<file path="config.mk">
export PLATFORM = sky130hd
export DESIGN_NAME = velocity_harmonic_exciter_unit
export DESIGN_NICKNAME = d
export VERILOG_FILES = /design/src/rtl/vhe_pkg.sv /design/src/rtl/vhe_front.sv /design/src/rtl/vhe_div.sv /design/src/rtl/vhe_mix.sv /design/src/rtl/velocity_harmonic_exciter_unit.sv
export VERILOG_INCLUDE_DIRS = /design/src /design/src/rtl
export SDC_FILE = /design/constraint.sdc
export NUM_CORES = 2
export LEC_CHECK = 0
export ABC_AREA = 1
export BUFFER_PORTS_ARGS = -buffer_cell sky130_fd_sc_hd__buf_2
export CORE_MARGIN = 4
export CORE_UTILIZATION = 40
export CTS_BUF_LIST = sky130_fd_sc_hd__clkbuf_8
export CTS_CLUSTER_DIAMETER = 30
export DETAILED_ROUTE_END_ITERATION = 12
export PLACE_DENSITY = 0.6
export SLEW_MARGIN = 0
export SYNTH_ARGS = -nofsm -noshare
export SYNTH_HDL_FRONTEND = slang
export SYNTH_SLANG_ARGS = --single-unit
</file>
<file path="constraint.sdc">
create_clock -name aclk -period 62 [get_ports aclk]
set_input_delay 9.3 -clock aclk [delete_from_list [all_inputs] [get_ports aclk]]
set_output_delay 9.3 -clock aclk [all_outputs]
set_load 0.05 [all_outputs]
</file>
<file path="src/rtl/velocity_harmonic_exciter_unit_assert.svh">
// Assertion macros for the velocity harmonic exciter.
// Included by the top level; defining NO_ASSERTIONS turns every macro into nothing.
`ifndef VELOCITY_HARMONIC_EXCITER_UNIT_ASSERT_SVH
`define VELOCITY_HARMONIC_EXCITER_UNIT_ASSERT_SVH
`ifndef NO_ASSERTIONS
// Same-cycle implication, sampled on the rising clock edge, off during reset.
`define VHE_ASSERT_IMPLY(label, clk, rstn, ante, cons) \
    label: assert property (@(posedge clk) disable iff (!(rstn)) (ante) |-> (cons)) \
        else $error("velocity exciter: implication check failed");
// Next-cycle implication, sampled on the rising clock edge, off during reset.
`define VHE_ASSERT_NEXT(label, clk, rstn, ante, cons) \
    label: assert property (@(posedge clk) disable iff (!(rstn)) (ante) |=> (cons)) \
        else $error("velocity exciter: next-cycle check failed");
`else
`define VHE_ASSERT_IMPLY(label, clk, rstn, ante, cons)
`define VHE_ASSERT_NEXT(label, clk, rstn, ante, cons)
`endif
`endif

</file>
<file path="src/rtl/vhe_pkg.sv">
// Shared widths, register codes, pipeline control type and excitation function
// for the velocity harmonic exciter. No dependencies.
package vhe_pkg;

    localparam int SAMPLE_WIDTH_DEF = 16;

    localparam int VEL_W       = 7;
    localparam int CFG_INDEX_W = 2;
    localparam int CFG_DATA_W  = 8;

    localparam logic [CFG_INDEX_W-1:0] CFG_RECORDED = 2'd0;
    localparam logic [CFG_INDEX_W-1:0] CFG_TARGET   = 2'd1;

    // Internal values carry 16 fraction bits.
    localparam int QF = 16;

    localparam int S_W     = 18;  // scaled sample, signed
    localparam int E_W     = 17;  // excitation, unsigned, 0..1.0
    localparam int DRIVE_W = 18;  // drive gain, unsigned, 1.0..3.0
    localparam int PROD_W  = 36;  // sample times drive, signed
    localparam int XM_W    = 18;  // magnitude of the driven sample
    localparam int DEN_W   = 19;  // shaper divisor
    localparam int NUM_W   = 35;  // shaper dividend including the rounding half
    localparam int Q_W     = 17;  // shaper quotient magnitude
    localparam int SH_W    = 18;  // shaped value, signed
    localparam int SUM_W   = 35;  // crossfade products and their sum, signed
    localparam int MIX_W   = 19;  // crossfade result, signed

    localparam logic [E_W-1:0] E_ONE = E_W'(1) << QF;

    // 65536 = 516 * 127 + 4, so d * 65536 / 127 = d * 516 + 4 * d / 127.
    localparam int E_STEP  = 516;
    localparam int VEL_MAX = 127;

    typedef struct packed {
        logic valid;
        logic last;
        logic bypass;
        logic neg;
    } pipe_ctl_t;

    // Rounded excitation level (d * 65536 + 63) / 127 for a velocity difference d.
    function automatic logic [E_W-1:0] excite_level(input logic [VEL_W-1:0] d);
        logic [9:0] t;
        logic [2:0] c;
        t = 10'({d, 2'b00}) + 10'(VEL_MAX / 2);
        c = 3'(t >= 10'(VEL_MAX)) + 3'(t >= 10'(2 * VEL_MAX))
          + 3'(t >= 10'(3 * VEL_MAX)) + 3'(t >= 10'(4 * VEL_MAX));
        return E_W'(d) * E_W'(E_STEP) + E_W'(c);
    endfunction

endpackage

</file>
<file path="src/rtl/vhe_front.sv">
// Front stages of the exciter: excitation and drive, sample scaling, the drive
// multiply, and the shaper's dividend and divisor. Depends on vhe_pkg.
module vhe_front #(
    parameter int SAMPLE_WIDTH = vhe_pkg::SAMPLE_WIDTH_DEF
) (
    input  logic                                  aclk,
    input  logic                                  aresetn,
    input  logic                                  en,
    input  logic                                  in_valid,
    input  logic signed [SAMPLE_WIDTH-1:0]        sample_in,
    input  logic                                  last_in,
    input  logic [vhe_pkg::VEL_W-1:0]             recorded,
    input  logic [vhe_pkg::VEL_W-1:0]             target,
    output vhe_pkg::pipe_ctl_t                    ctl_o,
    output logic [vhe_pkg::NUM_W-1:0]             num_o,
    output logic [vhe_pkg::DEN_W-1:0]             den_o,
    output logic [vhe_pkg::S_W+vhe_pkg::E_W+SAMPLE_WIDTH-1:0] side_o
);
    import vhe_pkg::*;

    localparam int FRAC   = SAMPLE_WIDTH - 1;
    localparam int SIDE_W = S_W + E_W + SAMPLE_WIDTH;
    localparam logic [DEN_W-1:0] DEN_POS = DEN_W'(1) << QF;
    localparam logic [DEN_W-1:0] DEN_NEG = DEN_W'(1) << (QF + 1);
    localparam logic [PROD_W-1:0] PROD_HALF = PROD_W'(1) << (QF - 1);

    logic signed [S_W-1:0]   s_next;
    logic                    bypass_next;
    logic [E_W-1:0]          e_next;
    logic [DRIVE_W-1:0]      drive_next;

    pipe_ctl_t               ctl_a_reg, ctl_b_reg, ctl_c_reg, ctl_d_reg;
    logic [SIDE_W-1:0]       side_a_reg, side_b_reg, side_c_reg, side_d_reg;
    logic [DRIVE_W-1:0]      drive_a_reg;
    logic signed [PROD_W-1:0] prod_b_reg;
    logic [XM_W-1:0]         xmag_c_reg;
    logic [NUM_W-1:0]        num_d_reg;
    logic [DEN_W-1:0]        den_d_reg;

    logic [PROD_W-1:0]       prod_mag;
    logic [PROD_W-1:0]       prod_rnd;
    logic                    pos_next;
    logic [DEN_W-1:0]        den_next;
    logic [NUM_W-1:0]        num_next;

    always_comb begin
        bypass_next = (target <= recorded);
        e_next      = bypass_next ? '0 : excite_level(target - recorded);
        drive_next  = DRIVE_W'(E_ONE) + {e_next, 1'b0};
    end

    // Bring the sample to 16 fraction bits.
    if (FRAC <= QF) begin : g_scale_up
        localparam int UP = QF - FRAC;
        assign s_next = S_W'(sample_in) <<< UP;
    end else begin : g_scale_down
        localparam int DN = FRAC - QF;
        localparam logic [SAMPLE_WIDTH:0] HALF = (SAMPLE_WIDTH + 1)'(1) << (DN - 1);
        logic [SAMPLE_WIDTH-1:0] mag;
        logic [SAMPLE_WIDTH:0]   rsum;
        always_comb begin
            mag  = sample_in[SAMPLE_WIDTH-1] ? SAMPLE_WIDTH'(-sample_in)
                                             : SAMPLE_WIDTH'(sample_in);
            rsum = {1'b0, mag} + HALF;
            if (sample_in[SAMPLE_WIDTH-1]) begin
                s_next = -$signed({1'b0, rsum[DN+S_W-2:DN]});
            end else begin
                s_next = $signed({1'b0, rsum[DN+S_W-2:DN]});
            end
        end
    end

    // Driven sample rounded to 16 fraction bits, kept as sign and magnitude.
    always_comb begin
        prod_mag = prod_b_reg[PROD_W-1] ? PROD_W'(-prod_b_reg) : PROD_W'(prod_b_reg);
        prod_rnd = prod_mag + PROD_HALF;
    end

    // Positive x is shaped by x / (1 + x), the rest by x / (1 - x/2).
    always_comb begin
        pos_next = !ctl_c_reg.neg && (xmag_c_reg != '0);
        den_next = (pos_next ? DEN_POS : DEN_NEG) + DEN_W'(xmag_c_reg);
        num_next = (pos_next ? (NUM_W'(xmag_c_reg) << QF) : (NUM_W'(xmag_c_reg) << (QF + 1)))
                 + NUM_W'(den_next >> 1);
    end

    always_ff @(posedge aclk) begin
        if (!aresetn) begin
            ctl_a_reg <= '0;
            ctl_b_reg <= '0;
            ctl_c_reg <= '0;
            ctl_d_reg <= '0;
        end else if (en) begin
            ctl_a_reg <= '{valid: in_valid, last: last_in, bypass: bypass_next, neg: 1'b0};
            ctl_b_reg <= ctl_a_reg;
            ctl_c_reg <= '{valid: ctl_b_reg.valid, last: ctl_b_reg.last,
                           bypass: ctl_b_reg.bypass, neg: prod_b_reg[PROD_W-1]};
            ctl_d_reg <= '{valid: ctl_c_reg.valid, last: ctl_c_reg.last,
                           bypass: ctl_c_reg.bypass, neg: !pos_next};
        end
    end

    always_ff @(posedge aclk) begin
        if (en) begin
            side_a_reg  <= {sample_in, e_next, s_next};
            drive_a_reg <= drive_next;
            prod_b_reg  <= PROD_W'(signed'(side_a_reg[S_W-1:0]))
                         * PROD_W'($signed({1'b0, drive_a_reg}));
            side_b_reg  <= side_a_reg;
            xmag_c_reg  <= prod_rnd[QF+XM_W-1:QF];
            side_c_reg  <= side_b_reg;
            num_d_reg   <= num_next;
            den_d_reg   <= den_next;
            side_d_reg  <= side_c_reg;
        end
    end

    assign ctl_o  = ctl_d_reg;
    assign num_o  = num_d_reg;
    assign den_o  = den_d_reg;
    assign side_o = side_d_reg;

endmodule

</file>
<file path="src/rtl/vhe_div.sv">
// Pipelined restoring divider for the soft-clip shaper, one quotient bit per
// stage. Depends on vhe_pkg.
module vhe_div #(
    parameter int SIDE_W = 1
) (
    input  logic                          aclk,
    input  logic                          aresetn,
    input  logic                          en,
    input  vhe_pkg::pipe_ctl_t            ctl_i,
    input  logic [vhe_pkg::NUM_W-1:0]     num_i,
    input  logic [vhe_pkg::DEN_W-1:0]     den_i,
    input  logic [SIDE_W-1:0]             side_i,
    output vhe_pkg::pipe_ctl_t            ctl_o,
    output logic [vhe_pkg::Q_W-1:0]       quo_o,
    output logic [SIDE_W-1:0]             side_o
);
    import vhe_pkg::*;

    pipe_ctl_t          ctl_reg  [Q_W];
    logic [DEN_W-1:0]   rem_reg  [Q_W];
    logic [Q_W-1:0]     low_reg  [Q_W];
    logic [Q_W-1:0]     quo_reg  [Q_W];
    logic [DEN_W-1:0]   den_reg  [Q_W];
    logic [SIDE_W-1:0]  side_reg [Q_W];

    // The quotient is known to fit Q_W bits, so the upper dividend bits start
    // out as a partial remainder below the divisor.
    for (genvar g = 0; g < Q_W; g++) begin : g_step
        pipe_ctl_t          ctl_src;
        logic [DEN_W-1:0]   rem_src;
        logic [Q_W-1:0]     low_src;
        logic [Q_W-1:0]     quo_src;
        logic [DEN_W-1:0]   den_src;
        logic [SIDE_W-1:0]  side_src;
        logic [DEN_W:0]     shifted;
        logic [DEN_W+1:0]   diff;
        logic               fits;

        if (g == 0) begin : g_first
            assign ctl_src  = ctl_i;
            assign rem_src  = DEN_W'(num_i[NUM_W-1:Q_W]);
            assign low_src  = num_i[Q_W-1:0];
            assign quo_src  = '0;
            assign den_src  = den_i;
            assign side_src = side_i;
        end else begin : g_chain
            assign ctl_src  = ctl_reg[g-1];
            assign rem_src  = rem_reg[g-1];
            assign low_src  = low_reg[g-1];
            assign quo_src  = quo_reg[g-1];
            assign den_src  = den_reg[g-1];
            assign side_src = side_reg[g-1];
        end

        assign shifted = {rem_src, low_src[Q_W-1]};
        assign diff    = {1'b0, shifted} - {2'b00, den_src};
        assign fits    = !diff[DEN_W+1];

        always_ff @(posedge aclk) begin
            if (!aresetn) begin
                ctl_reg[g] <= '0;
            end else if (en) begin
                ctl_reg[g] <= ctl_src;
            end
        end

        always_ff @(posedge aclk) begin
            if (en) begin
                rem_reg[g]  <= fits ? diff[DEN_W-1:0] : shifted[DEN_W-1:0];
                low_reg[g]  <= {low_src[Q_W-2:0], 1'b0};
                quo_reg[g]  <= {quo_src[Q_W-2:0], fits};
                den_reg[g]  <= den_src;
                side_reg[g] <= side_src;
            end
        end
    end

    assign ctl_o  = ctl_reg[Q_W-1];
    assign quo_o  = quo_reg[Q_W-1];
    assign side_o = side_reg[Q_W-1];

endmodule

</file>
<file path="src/rtl/vhe_mix.sv">
// Crossfade stages of the exciter: dry and shaped products, their sum, and the
// rounding back to 16 fraction bits. Depends on vhe_pkg.
module vhe_mix #(
    parameter int SAMPLE_WIDTH = vhe_pkg::SAMPLE_WIDTH_DEF
) (
    input  logic                                  aclk,
    input  logic                                  aresetn,
    input  logic                                  en,
    input  vhe_pkg::pipe_ctl_t                    ctl_i,
    input  logic [vhe_pkg::Q_W-1:0]               quo_i,
    input  logic [vhe_pkg::S_W+vhe_pkg::E_W+SAMPLE_WIDTH-1:0] side_i,
    output vhe_pkg::pipe_ctl_t                    ctl_o,
    output logic signed [vhe_pkg::MIX_W-1:0]      mix_o,
    output logic [SAMPLE_WIDTH-1:0]               raw_o
);
    import vhe_pkg::*;

    localparam logic [SUM_W-1:0] SUM_HALF = SUM_W'(1) << (QF - 1);

    logic signed [S_W-1:0]    s_in;
    logic [E_W-1:0]           e_in;
    logic [E_W-1:0]           e_dry;
    logic signed [SH_W-1:0]   shaped;

    pipe_ctl_t                ctl_p_reg, ctl_s_reg, ctl_m_reg;
    logic signed [SUM_W-1:0]  dry_p_reg, wet_p_reg, sum_s_reg;
    logic signed [MIX_W-1:0]  mix_m_reg;
    logic [SAMPLE_WIDTH-1:0]  raw_p_reg, raw_s_reg, raw_m_reg;

    logic [SUM_W-1:0]         sum_mag;
    logic [SUM_W-1:0]         sum_rnd;
    logic signed [MIX_W-1:0]  mix_next;

    always_comb begin
        s_in   = signed'(side_i[S_W-1:0]);
        e_in   = side_i[S_W+:E_W];
        e_dry  = E_ONE - e_in;
        shaped = ctl_i.neg ? -$signed({1'b0, quo_i}) : $signed({1'b0, quo_i});
    end

    always_comb begin
        sum_mag = sum_s_reg[SUM_W-1] ? SUM_W'(-sum_s_reg) : SUM_W'(sum_s_reg);
        sum_rnd = sum_mag + SUM_HALF;
        if (sum_s_reg[SUM_W-1]) begin
            mix_next = -$signed({1'b0, sum_rnd[QF+MIX_W-2:QF]});
        end else begin
            mix_next = $signed({1'b0, sum_rnd[QF+MIX_W-2:QF]});
        end
    end

    always_ff @(posedge aclk) begin
        if (!aresetn) begin
            ctl_p_reg <= '0;
            ctl_s_reg <= '0;
            ctl_m_reg <= '0;
        end else if (en) begin
            ctl_p_reg <= ctl_i;
            ctl_s_reg <= ctl_p_reg;
            ctl_m_reg <= ctl_s_reg;
        end
    end

    always_ff @(posedge aclk) begin
        if (en) begin
            dry_p_reg <= SUM_W'(s_in) * SUM_W'($signed({1'b0, e_dry}));
            wet_p_reg <= SUM_W'(shaped) * SUM_W'($signed({1'b0, e_in}));
            raw_p_reg <= side_i[S_W+E_W+:SAMPLE_WIDTH];
            sum_s_reg <= dry_p_reg + wet_p_reg;
            raw_s_reg <= raw_p_reg;
            mix_m_reg <= mix_next;
            raw_m_reg <= raw_s_reg;
        end
    end

    assign ctl_o = ctl_m_reg;
    assign mix_o = mix_m_reg;
    assign raw_o = raw_m_reg;

endmodule

</file>
<file path="src/rtl/velocity_harmonic_exciter_unit.sv">
// Velocity harmonic exciter: each input item carries one signed audio sample
// (Q1.15 at the default SAMPLE_WIDTH of 16) and produces exactly one result
// item, in order. When the target velocity is at or below the recorded
// velocity the sample passes through untouched with the saturated flag clear;
// otherwise the sample is driven by 1 + 2e, where e = (target - recorded) / 127,
// soft-clipped asymmetrically (x / (1 + x) above zero, x / (1 - x/2) at or
// below), and crossfaded with the dry sample by e. Internal math uses 16
// fraction bits with round-half-away-from-zero at every step, and a result
// outside the sample range is clamped with the saturated flag set. The block
// accepts one item every clock cycle while the output is not held; each item
// passes in order through the pipeline: four front stages, a 17-stage
// divider that retires one quotient bit per stage for the soft clipper, three
// crossfade stages and the output register. Bypassed samples travel the same
// pipeline so order is kept. The whole pipeline advances together whenever the
// output register is empty or being taken, so a held output pauses every
// stage and no item is lost or repeated. Configuration registers are written
// through the cfg port, which is always ready; write them only while no item
// is in flight.
`include "velocity_harmonic_exciter_unit_assert.svh"

module velocity_harmonic_exciter_unit #(
    parameter int SAMPLE_WIDTH = vhe_pkg::SAMPLE_WIDTH_DEF
) (
    input  logic                                aclk,
    input  logic                                aresetn,
    // Input items.
    input  logic                                s_tvalid,
    output logic                                s_tready,
    input  logic [((SAMPLE_WIDTH+7)/8)*8-1:0]   s_tdata,   // [SAMPLE_WIDTH-1:0] sample_in
    input  logic                                s_tlast,   // last_sample
    // Result items.
    output logic                                m_tvalid,
    input  logic                                m_tready,
    output logic [((SAMPLE_WIDTH+7)/8)*8-1:0]   m_tdata,   // [SAMPLE_WIDTH-1:0] sample_out
    output logic [0:0]                          m_tuser,   // [0] saturated
    output logic                                m_tlast,   // last_out
    // Configuration writes.
    input  logic                                cfg_valid,
    output logic                                cfg_ready,
    input  logic [vhe_pkg::CFG_INDEX_W-1:0]     cfg_index,
    input  logic [vhe_pkg::CFG_DATA_W-1:0]      cfg_data
);
    import vhe_pkg::*;

    localparam int FRAC   = SAMPLE_WIDTH - 1;
    localparam int DATA_W = ((SAMPLE_WIDTH + 7) / 8) * 8;
    localparam int SIDE_W = S_W + E_W + SAMPLE_WIDTH;
    // Wide enough for the rescaled mix at any sample width, plus a sign bit.
    localparam int RES_W  = (SAMPLE_WIDTH + 2 > MIX_W + 1) ? SAMPLE_WIDTH + 2 : MIX_W + 1;

    localparam logic signed [RES_W-1:0] RES_HI =
        $signed((RES_W'(1) << (SAMPLE_WIDTH - 1)) - RES_W'(1));
    localparam logic signed [RES_W-1:0] RES_LO =
        $signed(~((RES_W'(1) << (SAMPLE_WIDTH - 1)) - RES_W'(1)));
    localparam logic [SAMPLE_WIDTH-1:0] SAT_HI = RES_HI[SAMPLE_WIDTH-1:0];
    localparam logic [SAMPLE_WIDTH-1:0] SAT_LO = RES_LO[SAMPLE_WIDTH-1:0];

    // Configuration registers.
    logic [VEL_W-1:0] recorded_reg;
    logic [VEL_W-1:0] target_reg;

    // Pipeline advance: every stage moves when the output register can take
    // a new item.
    logic en;

    pipe_ctl_t                 front_ctl;
    logic [NUM_W-1:0]          front_num;
    logic [DEN_W-1:0]          front_den;
    logic [SIDE_W-1:0]         front_side;

    pipe_ctl_t                 div_ctl;
    logic [Q_W-1:0]            div_quo;
    logic [SIDE_W-1:0]         div_side;

    pipe_ctl_t                 mix_ctl;
    logic signed [MIX_W-1:0]   mix_val;
    logic [SAMPLE_WIDTH-1:0]   mix_raw;

    logic signed [RES_W-1:0]   res_next;
    logic [SAMPLE_WIDTH-1:0]   sample_next;
    logic                      sat_next;

    logic                      out_valid_reg;
    logic [SAMPLE_WIDTH-1:0]   sample_out_reg;
    logic                      sat_reg;
    logic                      last_reg;

    assign cfg_ready = 1'b1;

    always_ff @(posedge aclk) begin
        if (!aresetn) begin
            recorded_reg <= '0;
            target_reg   <= '0;
        end else if (cfg_valid && cfg_ready) begin
            case (cfg_index)
                CFG_RECORDED: begin
                    recorded_reg <= cfg_data[VEL_W-1:0];
                end
                CFG_TARGET: begin
                    target_reg <= cfg_data[VEL_W-1:0];
                end
                default: begin
                    // Writes to unassigned indexes are dropped.
                end
            endcase
        end
    end

    assign en       = !out_valid_reg || m_tready;
    assign s_tready = en;

    vhe_front #(
        .SAMPLE_WIDTH (SAMPLE_WIDTH)
    ) u_front (
        .aclk      (aclk),
        .aresetn   (aresetn),
        .en        (en),
        .in_valid  (s_tvalid),
        .sample_in (signed'(s_tdata[SAMPLE_WIDTH-1:0])),
        .last_in   (s_tlast),
        .recorded  (recorded_reg),
        .target    (target_reg),
        .ctl_o     (front_ctl),
        .num_o     (front_num),
        .den_o     (front_den),
        .side_o    (front_side)
    );

    vhe_div #(
        .SIDE_W (SIDE_W)
    ) u_div (
        .aclk    (aclk),
        .aresetn (aresetn),
        .en      (en),
        .ctl_i   (front_ctl),
        .num_i   (front_num),
        .den_i   (front_den),
        .side_i  (front_side),
        .ctl_o   (div_ctl),
        .quo_o   (div_quo),
        .side_o  (div_side)
    );

    vhe_mix #(
        .SAMPLE_WIDTH (SAMPLE_WIDTH)
    ) u_mix (
        .aclk    (aclk),
        .aresetn (aresetn),
        .en      (en),
        .ctl_i   (div_ctl),
        .quo_i   (div_quo),
        .side_i  (div_side),
        .ctl_o   (mix_ctl),
        .mix_o   (mix_val),
        .raw_o   (mix_raw)
    );

    // Return the mix to the sample's own fraction width. Narrow samples are
    // rounded down from 16 fraction bits; wide samples are scaled up exactly.
    if (FRAC <= QF) begin : g_round_down
        localparam int RK = QF - FRAC;
        if (RK == 0) begin : g_same
            assign res_next = RES_W'(mix_val);
        end else begin : g_shift
            localparam logic [MIX_W-1:0] MIX_HALF = MIX_W'(1) << (RK - 1);
            logic [MIX_W-1:0] mix_mag;
            logic [MIX_W-1:0] mix_rnd;
            always_comb begin
                mix_mag = mix_val[MIX_W-1] ? MIX_W'(-mix_val) : MIX_W'(mix_val);
                mix_rnd = mix_mag + MIX_HALF;
                if (mix_val[MIX_W-1]) begin
                    res_next = -$signed(RES_W'(mix_rnd >> RK));
                end else begin
                    res_next = $signed(RES_W'(mix_rnd >> RK));
                end
            end
        end
    end else begin : g_scale_up
        assign res_next = RES_W'(mix_val) <<< (FRAC - QF);
    end

    // Clamp to the sample range; a bypassed item returns its input sample.
    always_comb begin
        sat_next    = 1'b0;
        sample_next = res_next[SAMPLE_WIDTH-1:0];
        if (res_next < RES_LO) begin
            sample_next = SAT_LO;
            sat_next    = 1'b1;
        end else if (res_next > RES_HI) begin
            sample_next = SAT_HI;
            sat_next    = 1'b1;
        end
        if (mix_ctl.bypass) begin
            sample_next = mix_raw;
            sat_next    = 1'b0;
        end
    end

    always_ff @(posedge aclk) begin
        if (!aresetn) begin
            out_valid_reg <= 1'b0;
        end else if (en) begin
            out_valid_reg <= mix_ctl.valid;
        end
    end

    always_ff @(posedge aclk) begin
        if (en) begin
            sample_out_reg <= sample_next;
            sat_reg        <= sat_next;
            last_reg       <= mix_ctl.last;
        end
    end

    assign m_tvalid   = out_valid_reg;
    assign m_tdata    = DATA_W'(sample_out_reg);
    assign m_tuser[0] = sat_reg;
    assign m_tlast    = last_reg;

    // A bypassed item must come out unchanged and never flagged as clamped.
    `VHE_ASSERT_NEXT(a_bypass_passes_sample, aclk, aresetn, en && mix_ctl.valid && mix_ctl.bypass, m_tvalid && !m_tuser[0] && (sample_out_reg == $past(mix_raw)))
    // A clamped result must sit exactly on one of the two rails.
    `VHE_ASSERT_IMPLY(a_saturated_on_rail, aclk, aresetn, m_tvalid && m_tuser[0], (sample_out_reg == SAT_LO) || (sample_out_reg == SAT_HI))

endmodule

</file>
-- Word level (Yosys, flattened, before mapping)
Memory sizes are Yosys's and may differ from the RTL's.
Cells that the tools add are included.
- add/sub/neg operators: 37
- multiply operators: 4
- order comparisons: 7
- reduce and logical (&&, ||, !) cells: 26
- eq/ne operators: 1
- bitwise gates (word level): 17
- multiplexer cells: 53
- operator list (cell ; number):
    2-to-1 mux 19 bit ; 18
    subtractor 20 x 19 -> 21 bit ; 16
    multiplier 18 x 18 -> 35 bit ; 2
    adder 34 x 16 -> 34 bit, second input constant ; 2
    2-to-1 mux 34 bit ; 2
    2-to-1 mux 4 bit ; 17
    negator 34 bit ; 2
    2-to-1 mux 18 bit ; 3
    2-to-1 mux 16 bit ; 3
    adder 35 x 18 -> 35 bit ; 1
    adder 35 bit ; 1
    multiplier 17 x 19 -> 35 bit ; 1
    2-to-1 mux 35 bit ; 1
    greater-or-equal comparator 10 x 9 -> 1 bit, second input constant ; 2
    > comparator 20 x 16 -> 1 bit, second input constant ; 1
    zero test 1 bit ; 20
    less-than comparator 20 x 16 -> 1 bit, second input constant ; 1
    2-to-1 mux 20 bit ; 1
    negator 18 -> 20 bit ; 1
    subtractor 19 x 19 -> 20 bit ; 1
    adder 19 x 1 -> 19 bit, second input constant ; 1
    adder 19 x 18 -> 19 bit ; 1
    negator 18 -> 19 bit ; 1
    negator 19 bit ; 1
    21 further kinds ; 45
- memory bits (writable): 2142
- input bits: 32
- memories: 6
- output and inout bits: 21
- bits in registers: 553
- logic and storage cells: 197
- memories (memory ; words ; bits a word ; rd ports ; clocked after memory_dff ; wr ports ; line ; text):
    u_div.side_reg ; 17 ; 51 ; 17 ; 0 ; 17 ; vhe_div.sv:24 ; logic [SIDE_W-1:0] side_reg [Q_W];
    u_div.den_reg ; 17 ; 19 ; 16 ; 0 ; 17 ; vhe_div.sv:23 ; logic [DEN_W-1:0] den_reg [Q_W];
    u_div.rem_reg ; 17 ; 19 ; 16 ; 0 ; 17 ; vhe_div.sv:20 ; logic [DEN_W-1:0] rem_reg [Q_W];
    u_div.quo_reg ; 17 ; 17 ; 17 ; 0 ; 17 ; vhe_div.sv:22 ; logic [Q_W-1:0] quo_reg [Q_W];
    u_div.low_reg ; 17 ; 16 ; 16 ; 0 ; 17 ; vhe_div.sv:21 ; logic [Q_W-1:0] low_reg [Q_W];
    u_div.ctl_reg ; 17 ; 4 ; 17 ; 0 ; 17 ; vhe_div.sv:19 ; pipe_ctl_t ctl_reg [Q_W];

-- Longest topological paths before layout
- depth after elaboration: 9
- depth in mapped cells: 41
- gate-level depth less buffers: 38

-- Hierarchy
A second synthesis with hierarchy kept.
- cell total of the unflattened synthesis: 13295
- area, all modules: 136439.6 sq um
- by module, submodules not included (module ; cells an instance ; times used ; sequential area each (sq um) ; area each (sq um)):
    vhe_div ; 6751 ; 1 ; 55012.8 ; 80206.9
    vhe_mix ; 3787 ; 1 ; 5405.2 ; 32540.0
    vhe_front ; 2216 ; 1 ; 6976.7 ; 20325.7
    velocity_harmonic_exciter_unit ; 541 ; 1 ; 840.8 ; 3367.0

-- Least setup slack after synthesis
No wires, ideal clock.
- kind: input to output
- from: in m_tready
- to: out s_tready
- stages on the path: 2
- arrival: 43.204 ns
- slack: 9.496 ns
- data required time: 52.700 ns
- path through: nor2_1 > inv_1
- word-level cells in the longest chain between the ends: 1
- RTL lines (element ; line ; text):
    start, declared ; velocity_harmonic_exciter_unit.sv:33 ; input logic m_tready,
    logical OR 1 bit ; velocity_harmonic_exciter_unit.sv:109 ; assign en = !out_valid_reg || m_tready;
    end, declared ; velocity_harmonic_exciter_unit.sv:28 ; output logic s_tready,
Every way passes these cells.

-- Worst setup path in the final report
Ends and elaborated chain as after synthesis.

==> results.cfg <==
[status]
status = finished clean

[routing]
wl_per_cell_um = 15.7
ant_nets = 0
detail_route.drc_violations = 0
via_count_normalized_by_instance_count = 4.80
first_iter_violations = 4036
wirelength_um = 228000
first_pass_iters = 6
routed-via-count = 69608

[global_route]
grt_antenna_before_repair = 7
grt_start_max_net_pins = 201
vias_in_the_first_global_route = 73204
grt_pass1_wl_um = 374000
grt_overflow_total = 0
grt_util_all_layers = 0.160

[clock_network]
root_buffer = clkbuf_8
cts-root-to-sink-buffers = 4
ctsHoldBuffers = 0
cts_sinks = 1840
tritoncts = built
post_cts.resized_instances = 0
number_of_buffers_inserted_during_clock_tree_synthesis = 359
h-tree-depth = 5
clock_transition_time_at_the_flip_flop_clock_pins_of_the_worst_setup_and_hold_paths_ps = 60
post_cts_buffers = 0
clock_insertion_delay_worst_skew_ps = 950

[synth]
share_of_synthesized_registers_carrying_an_async_set_or_reset = 0
ys_warn_count = 0
synth.avg_cell_area_sq_um = 10.9
synth_area_sq_um = 111000
synth_sequential_area_ratio = 0.493
synth.top_cells.by_area = edfxtp_1, fa_1, ha_1
synth_enable_flop_cells = 1802
syn-instance-count = 10251
synth_seq_cells = 1840
synth_nets = 11789
synth_top_cell_by_area = edfxtp_1
netlist.area_leader.share = 0.486
yosysUniqueCellTypes = 63
dominantRegCellSynth = edfxtp_1

[floorplanning]
floorplan.io_pins = 53
die-width_um = 536
die_area_sq_um = 287000
floorplan.initialDensity = 0.402
fp.coreArea_sq_um = 277000
num_rows = 193
die_h_um = 536

[placement]
gp_congestion = 0.890
io_buffers = 50
detailed_place_hpwl_um = 170000

[timing]
rsz0062_at_grt = false
timing_max_transition_violations_final = 0
tightestPinTransition_ps = 1110
final_min_period_over_clock_period = 0.325
max_clock_freq_mhz = 49.6
skew_ps = 107
final_hold_viol_count = 0
max_slew_margin = 0.259
finalCriticalPeriod_ps = 20160
setup_tns_ps = 0
setup-violations-final = 0

[layout]
area_growth_syn_to_layout_pct = 10.8
layout.cells.most_common_list = inv_1, edfxtp_1, nand2_1
final_common_cell = inv_1
regArea_sq_um = 54900
multi_input_area_sq_um = 47900
layout.nets = 12046
n_fill_cell = 25768
largest_register_ff_count = 561
fraction_of_layout_cells_with_a_size_suffix_above_1 = 0.0695

[min_path]
worstHoldStart = u_div.quo_reg[0][245]
class_of_the_worst_hold_path = register to register

[setup_path]
path_class = input pin to primary output
regToRegStartpoint = u_div.quo_reg[0][272]
category_of_the_worst_setup_path_launch_point = input pin
worst_setup_sp = m_tready
type_of_element_capturing_the_critical_path = primary output
cp_max_fo = 70
cp.arrival_ps = 10860
cp_data_required_time_ps = 52700

[run]
max-cap-violations = 0
## cells in the mapped netlist, drive strengths merged (3+ instances only)
| cell type | count |
|---|---|
| nor3b | 11 |
| o31ai | 40 |
| a21oi | 632 |
| nand3 | 215 |
| nor3 | 63 |
| ha | 674 |
| o21bai | 21 |
| nand2 | 1707 |
| or3 | 3 |
| o22ai | 17 |
| xnor2 | 241 |
| o21ai | 321 |
| dfxtp | 38 |
| a21boi | 28 |
| nand4 | 46 |
| inv | 2026 |
| xor2 | 254 |
| or2 | 40 |
| fa | 832 |
| o221ai | 3 |
| clkbuf | 172 |
| nor2 | 865 |
| buf | 48 |
| a21o | 23 |
| a211oi | 11 |
| nor4 | 14 |
| clkinv | 17 |
| o21a | 5 |
| a31oi | 35 |
| nand3b | 17 |
| edfxtp | 1802 |
| o211ai | 16 |
## stage by stage
step | cells | utilization | worst slack [ps] | hold slack (ps) | area [sq um]
final | 14506 | 0.446 | 41840 | 348 | 123000
after global placement | 13852 | 0.419 | 41720 | 400 | 116000
after floorplan | 10251 | - | 9500 | 400 | 111000
after detailed placement | 13852 | 0.419 | 41710 | 405 | 116000
after global routing | 14506 | 0.446 | 41690 | 344 | 123000
after CTS | 14504 | 0.446 | 41710 | 320 | 123000
## layer usage
layer,global-route usage,part of all wire,vias up
li1,-,-,33739
met1,0.195,0.41,33925
met2,0.286,0.51,1423
met3,0.0237,0.042,521
met4,0.0637,0.038,0
met5,0,0,-
## kinds of logic after synthesis
| logic type | count (synthesis) | synth area share |
|---|---|---|
| simple gates | 2986 | 0.109 |
| flops | 1840 | 0.493 |
| fa+ha+maj | 1506 | 0.225 |
| other cells | 1 | 0.0000337 |
| xor+xnor | 495 | 0.0390 |
| buf+inv | 2263 | 0.0771 |
| compound gates | 1160 | 0.0566 |
## worst max-delay path, cell delays in order
cell	delay, ps
buf_2	90
nor2_1	640
inv_8	380
buf_2	370
## final timing paths
check / endpoint / slack (ps) / depth (start not counted)
worst max-delay path: s_tready / 41840 / 4
worst min-delay path: u_div.quo_reg[0][263] / 350 / 0
worst max register to register: u_mix.wet_p_reg[31] / 52930 / 34
worst min register to register: u_div.quo_reg[0][263] / 350 / 0
## final cells by class
cell class,instances,share of cell area
clock buffers,372,0.0415
clock inverters,280,0.0187
well taps,3705,0.0376
multi-input cells,6148,0.388
inverters,2043,0.0623
flip-flops and latches,1840,0.445
diodes,2,0.0000406
repair buffers,116,0.00645
Power is left out: the tool's default activity adds up to more than one toggle a clock period on the data nets, which glitch-free logic cannot reach.
